<file path="src/design/ufd_pkg.sv">
// Shared types and constants for the form-encoded string decoder.
`timescale 1ns / 1ps

package ufd_pkg;

  // Most results one input item can produce.
  localparam int unsigned MAX_RES = 3;
  localparam int unsigned RES_IDX_W = $clog2(MAX_RES);
  localparam int unsigned RES_CNT_W = $clog2(MAX_RES + 1);

  // Depth of the queue between front and back.
  localparam int unsigned QDEPTH = 4;
  localparam int unsigned QPTR_W = $clog2(QDEPTH);
  localparam int unsigned QCNT_W = $clog2(QDEPTH + 1);

  // Characters with a special role.
  localparam logic [7:0] CH_PLUS  = 8'h2B;
  localparam logic [7:0] CH_PCT   = 8'h25;
  localparam logic [7:0] CH_SPACE = 8'h20;
  localparam logic [7:0] CH_ZERO  = 8'h30;
  localparam logic [7:0] CH_UC_D  = 8'h44;
  localparam logic [7:0] CH_UC_A  = 8'h41;
  localparam logic [7:0] CH_CR    = 8'h0D;
  localparam logic [7:0] CH_LF    = 8'h0A;

  // Results of one input item, in output order.
  typedef struct packed {
    logic [MAX_RES-1:0][7:0] res_byte;
    logic [MAX_RES-1:0]      res_has;
    logic [RES_CNT_W-1:0]    cnt;       // 1..MAX_RES
    logic                    eos;       // last result closes the string
  } bundle_t;

endpackage

</file>
<file path="src/design/ufd_front.sv">
// Front end: escape state machine, turns one character into a bundle of results.
`timescale 1ns / 1ps

module ufd_front (
  input  logic            clk,
  input  logic            rst_n,
  input  logic            accept,
  input  logic [7:0]      in_byte,
  input  logic            in_last,
  output logic            bundle_push,
  output ufd_pkg::bundle_t bundle
);
  import ufd_pkg::*;

  typedef enum logic [2:0] {
    PH_IDLE    = 3'd0,
    PH_PCT     = 3'd1,
    PH_FIRST   = 3'd2,
    PH_HOLD_D  = 3'd3,
    PH_HOLD_D0 = 3'd4
  } phase_t;

  localparam int unsigned SLOTS = MAX_RES + 2;

  phase_t     phase_r, phase_nxt;
  logic [3:0] nib_r, nib_nxt;
  logic       hex_r, hex_nxt;
  logic       zero_r, zero_nxt;

  logic [7:0] slot [SLOTS];
  logic [2:0] cnt;
  logic       do_idle;
  logic       hv_ok;
  logic [3:0] hv;

  // hex digit value, bit 4 set when the character is a hex digit
  function automatic logic [4:0] hex_val(input logic [7:0] c);
    logic [4:0] r;
    r = '0;
    if (c >= 8'h30 && c <= 8'h39)      r = {1'b1, c[3:0]};
    else if (c >= 8'h41 && c <= 8'h46) r = {1'b1, c[3:0] + 4'd9};
    else if (c >= 8'h61 && c <= 8'h66) r = {1'b1, c[3:0] + 4'd9};
    return r;
  endfunction

  function automatic logic passes(input logic [7:0] c);
    logic p;
    p = (c >= 8'h41 && c <= 8'h5A) || (c >= 8'h61 && c <= 8'h7A) ||
        (c >= 8'h30 && c <= 8'h39);
    case (c)
      8'h24, 8'h2D, 8'h2E, 8'h5F, 8'h21, 8'h2A, 8'h28, 8'h29, 8'h2C: p = 1'b1;
      default: ;
    endcase
    return p;
  endfunction

  always_comb begin
    phase_nxt = phase_r;
    nib_nxt   = nib_r;
    hex_nxt   = hex_r;
    zero_nxt  = zero_r;
    cnt       = '0;
    do_idle   = 1'b0;
    for (int i = 0; i < SLOTS; i++) slot[i] = '0;
    {hv_ok, hv} = hex_val(in_byte);

    unique case (phase_r)
      PH_PCT: begin
        hex_nxt   = hv_ok;
        nib_nxt   = hv_ok ? hv : 4'd0;
        zero_nxt  = (in_byte == CH_ZERO);
        phase_nxt = PH_FIRST;
      end
      PH_FIRST: begin
        phase_nxt = PH_IDLE;
        if (zero_r && in_byte == CH_UC_D) begin
          phase_nxt = PH_HOLD_D;
        end else if (hex_r) begin
          slot[cnt] = hv_ok ? {nib_r, hv} : {4'd0, nib_r};
          cnt = cnt + 3'd1;
        end else begin
          slot[cnt] = CH_SPACE;
          cnt = cnt + 3'd1;
        end
      end
      PH_HOLD_D: begin
        if (in_byte == CH_ZERO) begin
          phase_nxt = PH_HOLD_D0;
        end else begin
          slot[cnt] = CH_CR;
          cnt = cnt + 3'd1;
          phase_nxt = PH_IDLE;
          do_idle = 1'b1;
        end
      end
      PH_HOLD_D0: begin
        phase_nxt = PH_IDLE;
        if (in_byte == CH_UC_A) begin
          slot[cnt] = CH_LF;
          cnt = cnt + 3'd1;
        end else begin
          slot[cnt] = CH_CR;
          cnt = cnt + 3'd1;
          slot[cnt] = CH_ZERO;
          cnt = cnt + 3'd1;
          do_idle = 1'b1;
        end
      end
      default: begin
        phase_nxt = PH_IDLE;
        do_idle = 1'b1;
      end
    endcase

    if (do_idle) begin
      if (passes(in_byte)) begin
        slot[cnt] = in_byte;
        cnt = cnt + 3'd1;
      end else if (in_byte == CH_PLUS) begin
        slot[cnt] = CH_SPACE;
        cnt = cnt + 3'd1;
      end else if (in_byte == CH_PCT) begin
        phase_nxt = PH_PCT;
      end
    end

    // end of string: flush whatever escape is still open
    if (in_last) begin
      case (phase_nxt)
        PH_PCT: begin
          slot[cnt] = CH_SPACE;
          cnt = cnt + 3'd1;
        end
        PH_FIRST: begin
          slot[cnt] = hex_nxt ? {4'd0, nib_nxt} : CH_SPACE;
          cnt = cnt + 3'd1;
        end
        PH_HOLD_D: begin
          slot[cnt] = CH_CR;
          cnt = cnt + 3'd1;
        end
        PH_HOLD_D0: begin
          slot[cnt] = CH_CR;
          cnt = cnt + 3'd1;
          slot[cnt] = CH_ZERO;
          cnt = cnt + 3'd1;
        end
        default: ;
      endcase
      phase_nxt = PH_IDLE;
      nib_nxt   = '0;
      hex_nxt   = 1'b0;
      zero_nxt  = 1'b0;
    end

    // results past the third are dropped
    for (int i = 0; i < MAX_RES; i++) begin
      bundle.res_byte[i] = slot[i];
      bundle.res_has[i]  = (3'(i) < cnt);
    end
    if (cnt > 3'(MAX_RES))   bundle.cnt = RES_CNT_W'(MAX_RES);
    else if (cnt == 3'd0)    bundle.cnt = RES_CNT_W'(1);  // empty end marker
    else                     bundle.cnt = cnt[RES_CNT_W-1:0];
    bundle.eos  = in_last;
    bundle_push = accept && (cnt != 3'd0 || in_last);
  end

  always_ff @(posedge clk) begin
    if (!rst_n) begin
      phase_r <= PH_IDLE;
      nib_r   <= '0;
      hex_r   <= 1'b0;
      zero_r  <= 1'b0;
    end else if (accept) begin
      phase_r <= phase_nxt;
      nib_r   <= nib_nxt;
      hex_r   <= hex_nxt;
      zero_r  <= zero_nxt;
    end
  end

endmodule

</file>
<file path="src/design/ufd_fifo.sv">
// Short bundle queue between front and back.
`timescale 1ns / 1ps

module ufd_fifo (
  input  logic             clk,
  input  logic             rst_n,
  input  logic             wr_en,
  input  ufd_pkg::bundle_t wr_data,
  input  logic             rd_en,
  output ufd_pkg::bundle_t rd_data,
  output logic             q_full,
  output logic             q_empty
);
  import ufd_pkg::*;

  bundle_t             mem [QDEPTH];
  logic [QPTR_W-1:0]   wp_r, rp_r;
  logic [QCNT_W-1:0]   cnt_r;

  assign q_full  = (cnt_r == QCNT_W'(QDEPTH));
  assign q_empty = (cnt_r == '0);
  assign rd_data = mem[rp_r];

  always_ff @(posedge clk) begin
    if (wr_en) mem[wp_r] <= wr_data;
  end

  always_ff @(posedge clk) begin
    if (!rst_n) begin
      wp_r  <= '0;
      rp_r  <= '0;
      cnt_r <= '0;
    end else begin
      if (wr_en) wp_r <= wp_r + QPTR_W'(1);
      if (rd_en) rp_r <= rp_r + QPTR_W'(1);
      if (wr_en && !rd_en)      cnt_r <= cnt_r + QCNT_W'(1);
      else if (rd_en && !wr_en) cnt_r <= cnt_r - QCNT_W'(1);
    end
  end

endmodule

</file>
<file path="src/design/ufd_back.sv">
// Back end: unpacks bundles into single result items behind an output register.
`timescale 1ns / 1ps

module ufd_back (
  input  logic             clk,
  input  logic             rst_n,
  input  ufd_pkg::bundle_t head,
  input  logic             head_valid,
  output logic             head_pop,
  input  logic             out_pop,
  output logic             out_valid,
  output logic [7:0]       out_byte,
  output logic             out_has_byte,
  output logic             out_end_of_string
);
  import ufd_pkg::*;

  logic                 valid_r;
  logic [7:0]           byte_r;
  logic                 has_r;
  logic                 eos_r;
  logic [RES_IDX_W-1:0] idx_r;
  logic                 load;
  logic                 at_end;

  assign load      = head_valid && (!valid_r || out_pop);
  assign at_end    = (RES_CNT_W'(idx_r) + RES_CNT_W'(1) == head.cnt);
  assign head_pop  = load && at_end;

  assign out_valid         = valid_r;
  assign out_byte          = byte_r;
  assign out_has_byte      = has_r;
  assign out_end_of_string = eos_r;

  always_ff @(posedge clk) begin
    if (load) begin
      byte_r <= head.res_byte[idx_r];
      has_r  <= head.res_has[idx_r];
      eos_r  <= at_end && head.eos;
    end
  end

  always_ff @(posedge clk) begin
    if (!rst_n) begin
      valid_r <= 1'b0;
      idx_r   <= '0;
    end else begin
      if (load)         valid_r <= 1'b1;
      else if (out_pop) valid_r <= 1'b0;
      if (load) idx_r <= at_end ? '0 : idx_r + RES_IDX_W'(1);
    end
  end

endmodule

</file>
<file path="src/design/url_form_decoder.sv">
// Top level of the form-encoded (percent escape) string decoder.
`timescale 1ns / 1ps

// Channel   Handshake     Payload
// input     push / full   in_byte[7:0], in_last
// result    pop / empty   out_byte[7:0], out_has_byte, out_end_of_string
//
// One character is taken per cycle while the bundle queue (4 deep) has room.
// The front end decodes a character in the cycle it is taken and queues its
// results (up to three, or an empty end marker) as a bundle; the back end
// hands out one result item per cycle unless a stalled output holds it.
// Results pass through the bundle queue and then the output register.
// Reset (rst_n low, synchronous) clears escape state, queue and output register.
// A stalled output only blocks input once the queue fills.

module url_form_decoder (
  input  logic       clk,
  input  logic       rst_n,
  input  logic       push,
  output logic       full,
  input  logic [7:0] in_byte,
  input  logic       in_last,
  output logic       empty,
  input  logic       pop,
  output logic [7:0] out_byte,
  output logic       out_has_byte,
  output logic       out_end_of_string
);
  import ufd_pkg::*;

  logic    accept;
  logic    bundle_push;
  bundle_t bundle;
  bundle_t head;
  logic    q_full;
  logic    q_empty;
  logic    head_pop;
  logic    out_valid;

  // input side sees the queue as its backpressure
  assign full   = q_full;
  assign accept = push && !q_full;
  assign empty  = !out_valid;

  // escape state machine, one character per cycle while the queue has room
  ufd_front u_front (
    .clk         (clk),
    .rst_n       (rst_n),
    .accept      (accept),
    .in_byte     (in_byte),
    .in_last     (in_last),
    .bundle_push (bundle_push),
    .bundle      (bundle)
  );

  // decouples decode from result delivery
  ufd_fifo u_fifo (
    .clk     (clk),
    .rst_n   (rst_n),
    .wr_en   (bundle_push),
    .wr_data (bundle),
    .rd_en   (head_pop),
    .rd_data (head),
    .q_full  (q_full),
    .q_empty (q_empty)
  );

  // serializes bundles into result items
  ufd_back u_back (
    .clk               (clk),
    .rst_n             (rst_n),
    .head              (head),
    .head_valid        (!q_empty),
    .head_pop          (head_pop),
    .out_pop           (pop),
    .out_valid         (out_valid),
    .out_byte          (out_byte),
    .out_has_byte      (out_has_byte),
    .out_end_of_string (out_end_of_string)
  );

endmodule

</file>
<file path="config.mk">
export PLATFORM = sky130hd
export DESIGN_NAME = url_form_decoder
export DESIGN_NICKNAME = d
export VERILOG_FILES = /design/src/design/ufd_pkg.sv /design/src/design/ufd_front.sv /design/src/design/ufd_fifo.sv /design/src/design/ufd_back.sv /design/src/design/url_form_decoder.sv
export SDC_FILE = /design/constraint.sdc
export NUM_CORES = 1
export LEC_CHECK = 0
export ABC_AREA = 1
export BUFFER_PORTS_ARGS = -buffer_cell sky130_fd_sc_hd__buf_2
export CAP_MARGIN = 20
export CORE_MARGIN = 1
export CORE_UTILIZATION = 56
export CTS_BUF_LIST = sky130_fd_sc_hd__clkbuf_16
export DETAILED_ROUTE_END_ITERATION = 10
export PLACE_DENSITY = 0.88
export SLEW_MARGIN = 0
export SYNTH_ARGS = -nofsm -noshare
export SYNTH_HDL_FRONTEND = slang
export SYNTH_SLANG_ARGS = --single-unit
</file>
<file path="constraint.sdc">
create_clock -name clk -period 4.67 [get_ports clk]
set_clock_uncertainty 0.15 [all_clocks]
set_input_delay 0.467 -clock clk [delete_from_list [all_inputs] [get_ports clk]]
set_output_delay 0.467 -clock clk [all_outputs]
set_load 0.05 [all_outputs]
</file>
---- Yosys cells after proc, flatten, opt, wreduce, memory -nomap -nowiden ----
Memories as Yosys holds them, arrays and structs flattened. A register that Yosys moved wholly into a read port is not among the register bits.
Cells that the tools add are included.
cells by class
  $add $sub $neg .......................... 9
  $lt $le $gt $ge ......................... 19
  reductions and logical operators ........ 35
  muxes and demuxes ....................... 69
  bitwise logic cells ..................... 15
  equal/unequal tests ..................... 24
operators with widths
  kind                                                                                 count
  40-bit 2-to-1 mux                                                                    4
  40-bit case mux with 4 select lines                                                  1
  8-bit by 6-bit == test with 1-bit output, second input constant                      11
  40-bit bitwise mux                                                                   2
  8-bit demux with 3-bit select                                                        3
  35-bit AND                                                                           2
  35-bit NOT                                                                           2
  8-bit 2-to-1 mux                                                                     8
  3-bit 2-to-1 mux                                                                     13
  8-bit by 7-bit less-or-equal comparator with 1-bit output, second input constant     4
  30-bit AND                                                                           1
  30-bit NOT                                                                           1
  25-bit AND                                                                           1
  25-bit NOT                                                                           1
  8-bit by 7-bit == test with 1-bit output, second input constant                      3
  8-bit case mux with 3 select lines                                                   1
  3-bit case mux with 3 select lines                                                   2
  8-bit binary-select mux with 2-bit select                                            1
  8-bit by 7-bit greater-or-equal comparator with 1-bit output, second input constant  2
  1-bit logical AND                                                                    16
  4-bit 2-to-1 mux                                                                     4
  1-bit 2-to-1 mux                                                                     15
  5-bit 2-to-1 mux                                                                     3
  15-bit bitwise OR                                                                    1
  other kinds (33)                                                                     69
word-level totals
  bits in writable memories ............... 120
  memories ................................ 1
  logic and storage cells ................. 184
  register bits after elaboration ......... 29
  output and inout bits ................... 12
memory list
  name        words  bits a word  rd ports  clocked after Yosys merged registers in  wr ports  line            text
  u_fifo.mem  4      30           1         1                                        1         ufd_fifo.sv:16  bundle_t mem [QDEPTH];

---- Depth between registers and ports, before layout ----
Gate-level depths: netlist of run 1.
  depth after elaboration ................. 19
  depth in mapped cells ................... 29
  gate-level depth less buffers ........... 29

---- By module ----
Synthesis of run 1 repeated with hierarchy kept, for this count alone.
second synthesis, totals
  cell total of the unflattened synthesis .. 736
  area total of the unflattened synthesis .. 7438.4 um^2
modules (own cells, without submodules)
  module            cells each  area an instance (um^2)  times used  sequential area each (um^2)
  ufd_fifo          349         4939.7                   1           3783.6
  ufd_front         303         1750.4                   1           180.2
  ufd_back          80          730.7                    1           360.3
  url_form_decoder  4           17.5                     1           0.0

---- Worst setup path after synthesis of run 1 ----
Ideal clock, no wire load.
  kind .................................... in2reg
  from .................................... input port in_byte[0]
  to ...................................... memory u_fifo.mem[0][0] (netlist name) (enable)
  arrival ................................. 4.091 ns
  path buffers ............................ 0
  cell stages on the path ................. 22
  path slack .............................. 0.012 ns
  path through ............................ inv_1 ha_1 nand3_1 inv_1 nand3_1 nand2_1 nand3_1 inv_1 ha_1 inv_1 nand2_1 nand3_1 inv_1 ha_1 inv_1 nor2_1 inv_1 nand2_1 o21ai_4 nand4_4 nand2_2 nor2_1
between the ends
  word-level cells in the longest chain between the ends .. 17
  elaborated cells between the ends (all ways) .. 61
RTL lines
  what                                                                                 line                                text
  start, declared                                                                      url_form_decoder.sv:21              input logic [7:0] in_byte,
  8-bit by 7-bit == test with 1-bit output, or another cell as far along               ufd_front.sv:76                     if (zero_r && in_byte == CH_UC_D) begin
  1-bit logical AND (on tied branches)                                                 ufd_front.sv:76, ufd_front.sv:48
  1-bit 2-to-1 mux, or another cell as far along                                       ufd_front.sv:76
  3-bit case mux with 3 select lines / 1-bit logical OR (equally long branches)        ufd_front.sv:67, ufd_front.sv:48
  3-bit by 1-bit adder with 3-bit output, or another cell as far along                 ufd_front.sv:118, ufd_front.sv:121
  3-bit 2-to-1 mux / 1-bit 2-to-1 mux (equally long branches)                          ufd_front.sv:119, ufd_front.sv:115
  3-bit 2-to-1 mux                                                                     ufd_front.sv:116                    if (passes(in_byte)) begin
  3-bit 2-to-1 mux                                                                     ufd_front.sv:115                    if (do_idle) begin
  3-bit by 1-bit adder with 3-bit output, or another cell as far along                 -
  3-bit by 1-bit adder with 3-bit output / 3-bit OR reduction (equally long branches)  -
  3-bit case mux with 2 select lines                                                   ufd_front.sv:129                    case (phase_nxt)
  3-bit 2-to-1 mux (*)                                                                 ufd_front.sv:128                    if (in_last) begin
  3-bit nonzero test (*)                                                               ufd_front.sv:165                    bundle_push = accept && (cnt != 3'd0 || in_last);
  1-bit logical OR (*)                                                                 ufd_front.sv:165
  1-bit logical AND (*)                                                                ufd_front.sv:165
  1-bit 2-to-1 mux (*)                                                                 ufd_fifo.sv:25                      if (wr_en) mem[wp_r] <= wr_data;
  1-bit 2-to-1 mux (not written as such) (*)                                           ufd_fifo.sv:25
  end, declared                                                                        ufd_fifo.sv:16
Mark *: on every way between the ends. The rest lies on a longest branch, timed or not. The select of a mux whose other input is x is not followed.

---- Final worst setup path of run 1 ----
  from .................................... input port in_byte[1]
  to ...................................... register u_fifo.cnt_r[2]
between the ends
  word-level cells in the longest chain between the ends .. 18
  elaborated cells between the ends (all ways) .. 64
RTL lines
  what                                                                           line                                text
  8-bit by 7-bit == test with 1-bit output, or another cell as far along         ufd_front.sv:76
  1-bit logical AND (on tied branches)                                           ufd_front.sv:76, ufd_front.sv:48
  1-bit 2-to-1 mux, or another cell as far along                                 ufd_front.sv:76
  3-bit case mux with 3 select lines / 1-bit logical OR (equally long branches)  ufd_front.sv:67, ufd_front.sv:48
  3-bit by 1-bit adder with 3-bit output, or another cell as far along           ufd_front.sv:118, ufd_front.sv:121
  3-bit 2-to-1 mux / 1-bit 2-to-1 mux (equally long branches)                    ufd_front.sv:119, ufd_front.sv:115
  3-bit 2-to-1 mux                                                               ufd_front.sv:116
  3-bit 2-to-1 mux                                                               ufd_front.sv:115
  [... 3 more ...]                                                               -
  3-bit 2-to-1 mux (*)                                                           ufd_front.sv:128
  3-bit nonzero test (*)                                                         ufd_front.sv:165
  1-bit logical OR (*)                                                           ufd_front.sv:165
  1-bit logical AND (*)                                                          ufd_front.sv:165
  net bundle_push                                                                url_form_decoder.sv:32              logic bundle_push;
  1-bit zero test                                                                ufd_fifo.sv:37                      else if (rd_en && !wr_en) cnt_r <= cnt_r - QCNT_W'(1);
  1-bit logical AND                                                              ufd_fifo.sv:37
  2-bit nonzero test (no line)                                                   -
  end signal, assigned                                                           ufd_fifo.sv:36                      if (wr_en && !rd_en) cnt_r <= cnt_r + QCNT_W'(1);
  end signal, assigned                                                           ufd_fifo.sv:37
  end, declared                                                                  ufd_fifo.sv:18                      logic [QCNT_W-1:0] cnt_r;
Mark *: on every way through the listed nets, which the timed path passes. The rest lies on a longest branch. The select of a mux whose other input is x is not followed.
A chain may end at the register's enable or synchronous reset.

==> metrics.md, run 1 <==
| Metric | Value |
|---|---|
| Mapped Cells | `between 700 and 800` |
| Post-synth top area cell | `edfxtp_1` |
| Setup crit end | `u_fifo.cnt_r[2]` |
| First-pass GRT wire length | `25.3 mm` |
| RSZ-0062 raised after global routing | `false` |
| Syn-to-layout area delta | `13.5%` |
| PortBufs | `24` |
| Clk_lat worst skew | `0.42 ns` |
| Ant diodes | `0` |
| Kind of critical path | `in2reg` |
| Final Critical Period | `between 4 and 5 ns` |
| Critical Path RT | `4.82 ns` |
| Resized cells post-CTS | `0` |
| DR vias | `about 5,500` |
| GPL Wtd Cong | `approximately 0.92` |
| Pwr dens | `499 nW/um^2` |
| #FFs+latches synth | `~150` |
| Final Cycle Share | `between 90 and 100%` |
| DRC Markers | `0` |
| Initial antenna violation count | `0` |
| CP max stage delay | `between 0.4 and 0.5 ns` |
| Crit path depth | `30` |
| H-tree depth | `4` |
| Layout cells sized above 1 | `13.7%` |
| DP Worst Slack | `between 0.04 and 0.05 ns` |
| Peak VDD IR | `around 250 uV` |
| Count of final setup violators | `0` |
| Post-Syn Area | `around 7200 sq um` |
| Total GRT Usage | `25.6%` |
| Sequential-to-total area share from yosys stat | `between 50% and 60%` |
| Iter 0 DRT Violations | `about 510` |
| Largest net degree at the start of global routing | `a little over 60` |
| DR vias/cell | `between 5 and 6` |
| Most used cell, CP | `inv_1` |
| R2r startpoint | `u_front.phase_r[1]` |
| Worst Path Buf+Inv | `10` |
| WL final | `~16 mm` |
| Achievable Freq | `around 240 MHz` |
| Leakage | `about 3.2 nW` |
| Clock tree root buffer cell | `clkbuf_16` |
| Final hold vios | `0` |
| WP data arrival | `approximately 4.4 ns` |
| Core box area | `~13,000 sq um` |
| Post-DP HPWL | `10.1 mm` |
| CTS Buf Count | `17` |
| Post-DP Area | `between 7000 and 8000 sq um` |
| Max_cap viols | `0` |
| Max Slew Vio Count | `0` |
| Synth unique cells | `46` |
| Effective utilization at floorplan | `a little under three fifths` |
| DRT Pass-1 Iters | `7` |
| Vias in the first global route | `5,161` |
| Final std cell area, no fill | `roughly 8200 sq um` |
| R2R cell count | `26` |
| CP delay by family, top | `adder cells` |
| CP max FO | `7` |
| Max-slew headroom | `between 30% and 40%` |
| Synth top area cells | `edfxtp_1, nand2_1, dfxtp_1` |
| Top cell type's share of synthesized area | `a little over half` |
| CTS tree | `built` |
| Hold crit path type | `in2reg` |
| Antenna viol nets, final | `0` |
| Row cnt | `41` |
| DR WL/cell | `16.5 microns` |
| Die area | `around 13,000 sq um` |
| Gr ovfl total | `0` |
| Syn Area/Cell | `9.81 sq um` |
| Die Width | `roughly 120 microns` |
| Clock-pin transition on the worst setup and hold timing paths | `around 0.06 ns` |
| CP endpoint kind | `flip-flop` |
| Max Root-Sink Buffers | `2` |
| Die height | `116 microns` |
| Post-Layout Cell Count | `between 900 and 1,000` |
| Crit. Startpoint | `in_byte[1]` |
| Number of hold buffers added after CTS | `0` |
| IO Pins | `25` |
| Worst Tran Pin Value | `around 0.93 ns` |
| RR Endpoint | `u_fifo.cnt_r[2]` |
| Nets | `a little over 800` |
| Placed Cells | `between 900 and 1,000` |
| Status | `finished, final reports clean` |
| Post-CTS setup buffers | `0` |
| Register-to-register setup slack | `~0.55 ns` |
| Final WS setup | `0.448 ns` |
| Kind of start point of the critical path | `input pin` |
| Clk sink count | `151` |
| Synth warn | `0` |
| Slowest CP cell | `fa_1` |
| Post-route setup TNS | `0 ns` |
## tightest hold or removal path, delay by kind of cell
family,cells,cell delay (ns)
simple gates,2,0.12
buf+inv,1,0.17
## cells in the mapped netlist (all sizes together)
master / number
nor3: 6
nor2: 113
nand4: 9
o211ai: 4
o22ai: 28
or2: 4
clkinv: 2
conb: 1
xor2: 3
edfxtp: 130
a32oi: 5
o21ai: 77
a211oi: 1
nand3b: 2
clkbuf: 22
dfxtp: 21
inv: 74
mux2i: 1
buf: 3
nand3: 37
o311ai: 1
o21a: 2
o221ai: 1
nand2: 134
fa: 1
a31oi: 1
ha: 15
a21oi: 36
o31ai: 2
a22oi: 1
o32ai: 1
## power by group
part	internal, mW	switching (mW)	total [mW]
Combinational	0.270	0.748	1.02
Sequential	1.68	0.0521	1.73
Clock	0.831	0.512	1.34
Total	2.78	1.31	4.10
## logic make-up after synthesis
kind of cell / count (synthesis) / share of synthesized area, %
multiplexers: 1 / 0.138
AND/OR/NAND/NOR: 305 / 18.8
other: 1 / 0.0518
AO/OA/AOI/OAI: 160 / 12.6
flip-flops: 151 / 59.7
adder cells (fa/ha/maj): 16 / 2.87
buffers and inverters: 101 / 5.48
XOR/XNOR: 3 / 0.363
## placed cells by master, fill, tap and decap left out, types with 2 or more instances in the layout
cell / instances
inv_6: 2
o22ai_1: 28
inv_2: 8
o211ai_1: 4
nand2_2: 8
inv_1: 69
nor2_4: 3
conb_1: 8
nand4_1: 8
o31ai_1: 2
buf_4: 11
a32oi_1: 5
or2_2: 4
nor2_1: 102
o21ai_0: 74
clkbuf_16: 17
ha_1: 15
nand3_1: 34
clkinv_4: 3
xor2_1: 3
nor3_1: 6
a21oi_1: 35
clkinv_1: 2
nand3b_1: 2
nand3_2: 2
bufinv_16: 3
clkinvlp_4: 2
nor2_2: 8
edfxtp_1: 130
o21a_1: 2
nand2_1: 122
nand2_4: 4
buf_12: 2
dfxtp_1: 20
buf_2: 24
## cell type report
type / instances / area, sq um
fillers: 953 / 4410
flip-flops and latches: 151 / 4330
multi-input cells: 493 / 2550
clock buffers: 17 / 425
inverters: 76 / 290
repair buffers: 37 / 243
well taps: 172 / 215
clock inverters: 14 / 160
## sequential cells by signal (all words and copies together), names as in the netlist, named ones only
register and count:
u_fifo.mem 120, u_back.out_end_of_string 1, u_back.out_byte 8, u_front.zero_r 1
u_front.phase_r 3, u_front.hex_r 1, u_fifo.rp_r 2, u_front.nib_r 4
u_back.idx_r 2, u_back.out_has_byte 1, u_back.out_valid 1, u_fifo.wp_r 2
u_fifo.cnt_r 3
## worst min-delay path by stage
stage,from,end,slack (ns),cells after the start
floorplan,u_fifo.rp_r[1],flip-flop,0.31,1
global placement,u_fifo.rp_r[1],u_fifo.rp_r[1],0.32,1
detailed placement,u_back.idx_r[1],u_back.idx_r[1],0.34,2
CTS,rst_n,u_fifo.wp_r[1],0.22,3
global route,rst_n,u_back.out_valid,0.26,3
finish,rst_n,u_fifo.wp_r[1],0.24,3
## stage by stage
step	hold slack, ns	utilization [%]	total power [mW]
after CTS	0.224	65.1	4.11
after global placement	0.316	60.4	2.73
final	0.236	65.1	4.10
after floorplan	0.306	-	2.49
after global routing	0.256	65.1	4.27
after detailed placement	0.342	60.4	2.77
## routing by layer
layer  vias up  global-route usage (%)  routed length [microns]
met3        33                    5.65                     1380
met1      2553                    31.4                     6330
met5         -                       0                        0
li1       2621                       -                        -
met4         0                    10.0                      346
met2       279                    44.2                     7820
(Power assumes the default switching activity.)
==> run 2, diff against run 1 <==
Clock period 4.67 ns to 3.78 ns, I/O delays scaled along.
==> metrics.md, run 2 (synthesis results as in run 1) <==
| Metric | Value |
|---|---|
| Ant diodes | `0` |
| Antenna viol nets, final | `0` |
| Peak VDD IR | `roughly 260 uV` |
| GPL Wtd Cong | `around 0.9` |
| CTS Buf Count | `17` |
| Critical Path RT | `between 3 and 4 ns` |
| Top reg by flops | `u_fifo.mem` |
| Layout cells sized above 1 | `19.1%` |
| Final Cycle Share | `a little over nine tenths` |
| Kind of critical path | `reg2reg` |
| Gate power share | `25.7%` |
| Final Critical Period | `about 3.6 ns` |
| DRT Pass-1 Iters | `6` |
| R2r startpoint | `u_front.phase_r[1]` |
| Post-DP Area | `a little under 8000 sq um` |
| DR vias | `5,721` |
| DR vias/cell | `around 5.8` |
| Sw frac | `between 30% and 40%` |
| Max-slew headroom | `31.9%` |
| Worst Path Buf+Inv | `7` |
| Leakage | `3.37 nW` |
| Achievable Freq | `281 MHz` |
| Iter 0 DRT Violations | `~770` |
| Register-to-register setup slack | `0.22 ns` |
| Die height | `approximately 120 microns` |
| Clock tree root buffer cell | `clkbuf_16` |
| Kind of start point of the critical path | `flip-flop` |
| Post-route setup TNS | `0 ns` |
| WP data arrival | `~3.7 ns` |
| Most frequent cells in the layout | `edfxtp_1, nand2_1, nor2_1` |
| Status | `finished, final reports clean` |
| Crit. Startpoint | `u_front.phase_r[1]` |
| Most used cell, CP | `inv_1` |
| Clk sink count | `151` |
| Hold Path Stages | `3` |
| Sw Pwr | `roughly 1.7 mW` |
| Max Slew Vio Count | `0` |
| DR WL/cell | `17.2 microns` |
| RR Endpoint | `u_fifo.cnt_r[1]` |
| Largest net degree at the start of global routing | `55` |
| Clock-pin transition on the worst setup and hold timing paths | `approximately 0.06 ns` |
| Max reg flops | `120` |
| Die Width | `116 microns` |
| Hold crit path type | `in2reg` |
| Clk_lat worst skew | `between 0.4 and 0.5 ns` |
| Total GRT Usage | `27.7%` |
| Effective utilization at floorplan | `57.4%` |
| Post-DP HPWL | `between 10 and 15 mm` |
| Core box area | `12,600 sq um` |
| Row cnt | `roughly 40` |
| DRC Markers | `0` |
| Internal power | `~3.4 mW` |
| Gr ovfl total | `0` |
| Crit-path cells | `or2_4, nor2_4, nand2_1, nand3_2, inv_2, ha_1, inv_1, nand2_1, nand3_2, inv_2, ha_1, inv_1, nor2_2, inv_1, nand2_2, o21ai_4, nand4_4, nand2_4, inv_1, ha_1, inv_1, fa_2, o21ai_0, a21oi_1` |
| WL final | `17.1 mm` |
| Final hold vios | `0` |
| H-tree depth | `4` |
| Top Layer Used | `met4` |
| CP endpoint kind | `flip-flop` |
| Pwr dens | `between 500 and 600 nW/um^2` |
| Worst Tran Pin Value | `roughly 1.0 ns` |
| Count of final setup violators | `0` |
| IO Pins | `25` |
| CP delay by family, top | `adder cells` |
| Max Root-Sink Buffers | `2` |
| Most common cell after layout, fill and taps aside | `edfxtp_1` |
| Met2 WL | `8.74 mm` |
| Initial antenna violation count | `0` |
| R2R cell count | `24` |
| Vias in the first global route | `5,625` |
| CP max stage delay | `0.42 ns` |
| Clk network pwr share | `31.7%` |
| Met3 wire length | `approximately 1.4 mm` |
| Die area | `approximately 13,000 sq um` |
| Seq pwr share | `a little over two fifths` |
| Final std cell area, no fill | `between 8000 and 9000 sq um` |
| First-pass GRT wire length | `27.3 mm` |
| Syn-to-layout area delta | `17.8%` |
| Worst Hold Endpoint | `u_fifo.wp_r[0]` |
| Post-CTS setup buffers | `0` |
| CTS tree | `built` |
| Crit path depth | `24` |
| Met1 WL | `around 6.5 mm` |
| HP Start | `rst_n` |
| CP max FO | `4` |
| Slowest CP cell | `fa_2` |
| PortBufs | `24` |
| Max_cap viols | `0` |
| Nets | `around 840` |
-- run 2: changes by cell type in the layout (fill, tap and decap cells not counted), sizes merged --
| cell | before | now |
|---|---|---|
| bufinv | 3 | 2 |
| clkinvlp | 2 | 6 |
| clkinv | 6 | 11 |
| buf | 37 | 70 |
| inv | 79 | 72 |
-- run 2: worst reg2reg max path: stages (launching register included) --
cell and delay (ns):
dfxtp_1 0.34, or2_4 0.27, nor2_4 0.10, nand2_1 0.09, nand3_2 0.10, inv_2 0.04, ha_1 0.28, inv_1 0.05
nand2_1 0.05, nand3_2 0.07, inv_2 0.04, ha_1 0.27, inv_1 0.09, nor2_2 0.04, inv_1 0.06, nand2_2 0.06
o21ai_4 0.15, nand4_4 0.11, nand2_4 0.07, inv_1 0.04, ha_1 0.18, inv_1 0.10, fa_2 0.42, o21ai_0 0.20
a21oi_1 0.06
-- run 2: metal layers --
layer | vias to the layer above | track usage, %
li1 | 2691 | -
met1 | 2663 | 32.9
met2 | 315 | 48.4
met3 | 52 | 5.49
met4 | 0 | 13.7
met5 | - | 0
-- run 2: through the flow --
stage | hold WS, ns | total power [mW] | setup WS (ns) | util (%) | instances
after global routing | 0.152 | 5.27 | -0.0186 | 67.5 | 994
after CTS | 0.110 | 5.06 | 0.124 | 67.4 | 994
after detailed placement | 0.330 | 3.47 | -0.133 | 62.9 | 962
final | 0.119 | 5.08 | 0.223 | 67.5 | 994
after global placement | 0.323 | 3.42 | -0.0460 | 62.9 | 962
after floorplan | 0.306 | 3.08 | -0.0484 | - | 745
-- run 2: worst max-delay path by stage --
stage | endpoint | slack, ns
final | u_fifo.cnt_r[1] | 0.22
after floorplan | u_fifo.mem[0][0] | -0.05
after global placement | u_fifo.cnt_r[2] | -0.05
after detailed placement | u_fifo.cnt_r[2] | -0.13
after CTS | u_fifo.cnt_r[2] | 0.12
after global routing | u_fifo.cnt_r[2] | -0.02
-- run 2: power by group through the flow --
| stage | registers (mW) | clock network (mW) | logic (mW) |
|---|---|---|---|
| global route | 2.18 | 1.67 | 1.42 |
| detailed placement | 2.19 | 0 | 1.27 |
| CTS | 2.16 | 1.61 | 1.29 |
| floorplan | 2.37 | 0 | 0.712 |
| finish | 2.16 | 1.61 | 1.31 |
| global placement | 2.18 | 0 | 1.23 |
-- run 2: area by class of cell --
cell class,count,area [sq um]
timing repair buffer,70,515
clock inverter,15,138
inverter,76,298
clock buffer,17,425
fill,911,4100
multi-input combinational,493,2610
tap,172,215
sequential,151,4330
-- run 2: what timing repair did --
action,CTS,global route
setup endpoints to repair,0,1
hold buffers,0,0
gates resized for setup,0,8
==> run 3, diff against run 2 <==
--- a/constraint.sdc
+++ b/constraint.sdc
@@ -3,3 +3,3 @@
 set_input_delay 0.378 -clock clk [delete_from_list [all_inputs] [get_ports clk]]
 set_output_delay 0.378 -clock clk [all_outputs]
-set_load 0.05 [all_outputs]
+set_load 0.1 [all_outputs]
==> metrics.md, run 3 (synthesis results as in run 1) <==
| Metric | Value |
|---|---|
| RSZ-0062 raised after global routing | `false` |
| Clock-pin transition on the worst setup and hold timing paths | `approximately 0.06 ns` |
| Max-slew headroom | `~31%` |
| CP max FO | `4` |
| Setup crit end | `u_fifo.cnt_r[2]` |
| WL final | `approximately 17 mm` |
| Total GRT Usage | `between 20% and 30%` |
| Achievable Freq | `282 MHz` |
| Vias in the first global route | `5,612` |
| Filler cells | `between 900 and 1,000` |
| Final Cycle Share | `between 90% and 100%` |
| Antenna viol nets, final | `0` |
| Die area | `roughly 13,000 sq um` |
| Gr ovfl total | `0` |
| Crit. Startpoint | `u_front.phase_r[1]` |
| IO Pins | `25` |
| Initial antenna violation count | `0` |
| DRT Pass-1 Iters | `6` |
| R2r startpoint | `u_front.phase_r[1]` |
| First-pass GRT wire length | `around 26 mm` |
| Max reg flops | `120` |
| Post-DP HPWL | `10.5 mm` |
| CTS Buf Count | `17` |
| Register-to-register setup slack | `about 0.24 ns` |
| Peak VDD IR | `321 uV` |
| Pwr dens | `approximately 640 nW/um^2` |
| Count of final setup violators | `0` |
| R2R cell count | `26` |
| Post-Layout Cell Count | `992` |
| Seq. cell area | `approximately 4300 sq um` |
| Hold Path Stages | `3` |
| Clock tree root buffer cell | `clkbuf_16` |
| Ant diodes | `0` |
| Final WS setup | `about 0.24 ns` |
| Top reg by flops | `u_fifo.mem` |
| DRC Markers | `0` |
| DR vias | `roughly 5,700` |
| H-tree depth | `4` |
| DR WL/cell | `~17 microns` |
| Kind of start point of the critical path | `flip-flop` |
| WHS | `about 0.12 ns` |
| Final Critical Period | `roughly 3.5 ns` |
| WP data arrival | `3.71 ns` |
| Die Width | `~120 microns` |
| Effective utilization at floorplan | `between 50% and 60%` |
| Max Slew Vio Count | `0` |
| Max_cap viols | `0` |
| Final hold vios | `0` |
| Clk sink count | `between 150 and 200` |
| PortBufs | `24` |
| Worst Tran Pin Value | `1.03 ns` |
| Largest net degree at the start of global routing | `55` |
| Status | `finished, final reports clean` |
| GPL Wtd Cong | `0.927` |
| Multi-input logic area | `roughly 2600 sq um` |
| Kind of critical path | `reg2reg` |
| Critical Path RT | `just under 4 ns` |
| Row cnt | `about 40` |
| Nets | `837` |
| Max Root-Sink Buffers | `2` |
| Syn-to-layout area delta | `18.6%` |
| RR Endpoint | `u_fifo.cnt_r[2]` |
| Hold crit path type | `in2reg` |
| Placed Cells | `between 900 and 1,000` |
| Core box area | `roughly 13,000 sq um` |
| Layout cells sized above 1 | `roughly 20%` |
| Most frequent cells in the layout | `edfxtp_1, nand2_1, nor2_1` |
| CP endpoint kind | `flip-flop` |
| Iter 0 DRT Violations | `around 630` |
| Leakage | `~3.4 nW` |
| Die height | `116 microns` |
| DR vias/cell | `just under 6` |
| CTS tree | `built` |
| DP Worst Slack | `-0.125 ns` |
| Clk_lat worst skew | `approximately 0.42 ns` |
| Most common cell after layout, fill and taps aside | `edfxtp_1` |
-- run 3: per-layer routing --
metal  vias to the layer above  routed length, microns  share of wire [%]  GRT usage (%)
met1                      2663                    6280                 38           30.2
met2                       317                    8380                 50           46.8
met5                         -                       0                  0              0
met3                        60                    1580                9.5           6.96
li1                       2687                       -                  -              -
met4                         0                     461                2.8           13.5
-- run 3: per-stage QoR --
step / setup TNS (ns) / power, mW / instance area (sq um) / utilization, %
2_1_floorplan: -5.81 / 3.32 / 7320 / -
3_3_place_gp: -0.0278 / 3.67 / 7940 / 62.9
3_5_place_dp: -0.148 / 3.71 / 7940 / 62.9
4_1_cts: 0 / 5.46 / 8560 / 67.8
5_1_grt: 0 / 5.68 / 8580 / 68.0
6_report: 0 / 5.47 / 8580 / 68.0
-- run 3: area by class of cell --
cell class                 count  share of cell area, %
clock buffer                  17                   4.96
clock inverter                14                   2.30
inverter                      76                   3.47
multi-input combinational    493                   30.4
sequential                   151                   50.4
tap                          172                   2.51
timing repair buffer          69                   5.92
-- run 3: critical path, stage by stage (launching register included) --
cell and delay [ns]:
dfxtp_2 0.34, or2_4 0.27, nor2_4 0.11, nand2_2 0.08, nand3_2 0.09, inv_2 0.04, ha_1 0.27, inv_1 0.05
nand2_1 0.05, nand3_2 0.07, inv_2 0.04, ha_1 0.26, inv_1 0.06, nor2_2 0.14, inv_1 0.07, nand2_2 0.08
o21ai_4 0.06, nand4_4 0.08, nand2_4 0.05, inv_1 0.07, ha_1 0.13, inv_1 0.07, fa_2 0.38, a21oi_1 0.14
o21ai_1 0.09, o21ai_1 0.12, a21oi_1 0.05
-- run 3: power by group --
| group | switching [mW] | internal [mW] | total, mW | leakage [nW] |
|---|---|---|---|---|
| clock network | 0.663 | 1.11 | 1.77 | 0.290 |
| logic | 1.19 | 0.368 | 1.56 | 1.72 |
| registers | 0.0712 | 2.08 | 2.15 | 1.38 |
| total | 1.92 | 3.55 | 5.47 | 3.39 |
-- run 3: repair_timing --
item | in CTS | in global routing
endpoints found under the setup margin | 0 | 2
hold buffers | 0 | 0
gates resized for setup | 0 | 12
setup buffers | 0 | 0
-- run 3: how the worst min path moves through the flow --
stage,startpoint,end
6_report,rst_n,u_fifo.wp_r[1]
5_1_grt,rst_n,u_fifo.wp_r[1]
4_1_cts,rst_n,u_fifo.wp_r[1]
3_5_place_dp,u_front.nib_r[0],u_front.nib_r[0]
3_3_place_gp,u_fifo.rp_r[1],u_fifo.rp_r[1]
2_1_floorplan,u_fifo.rp_r[1],flip-flop
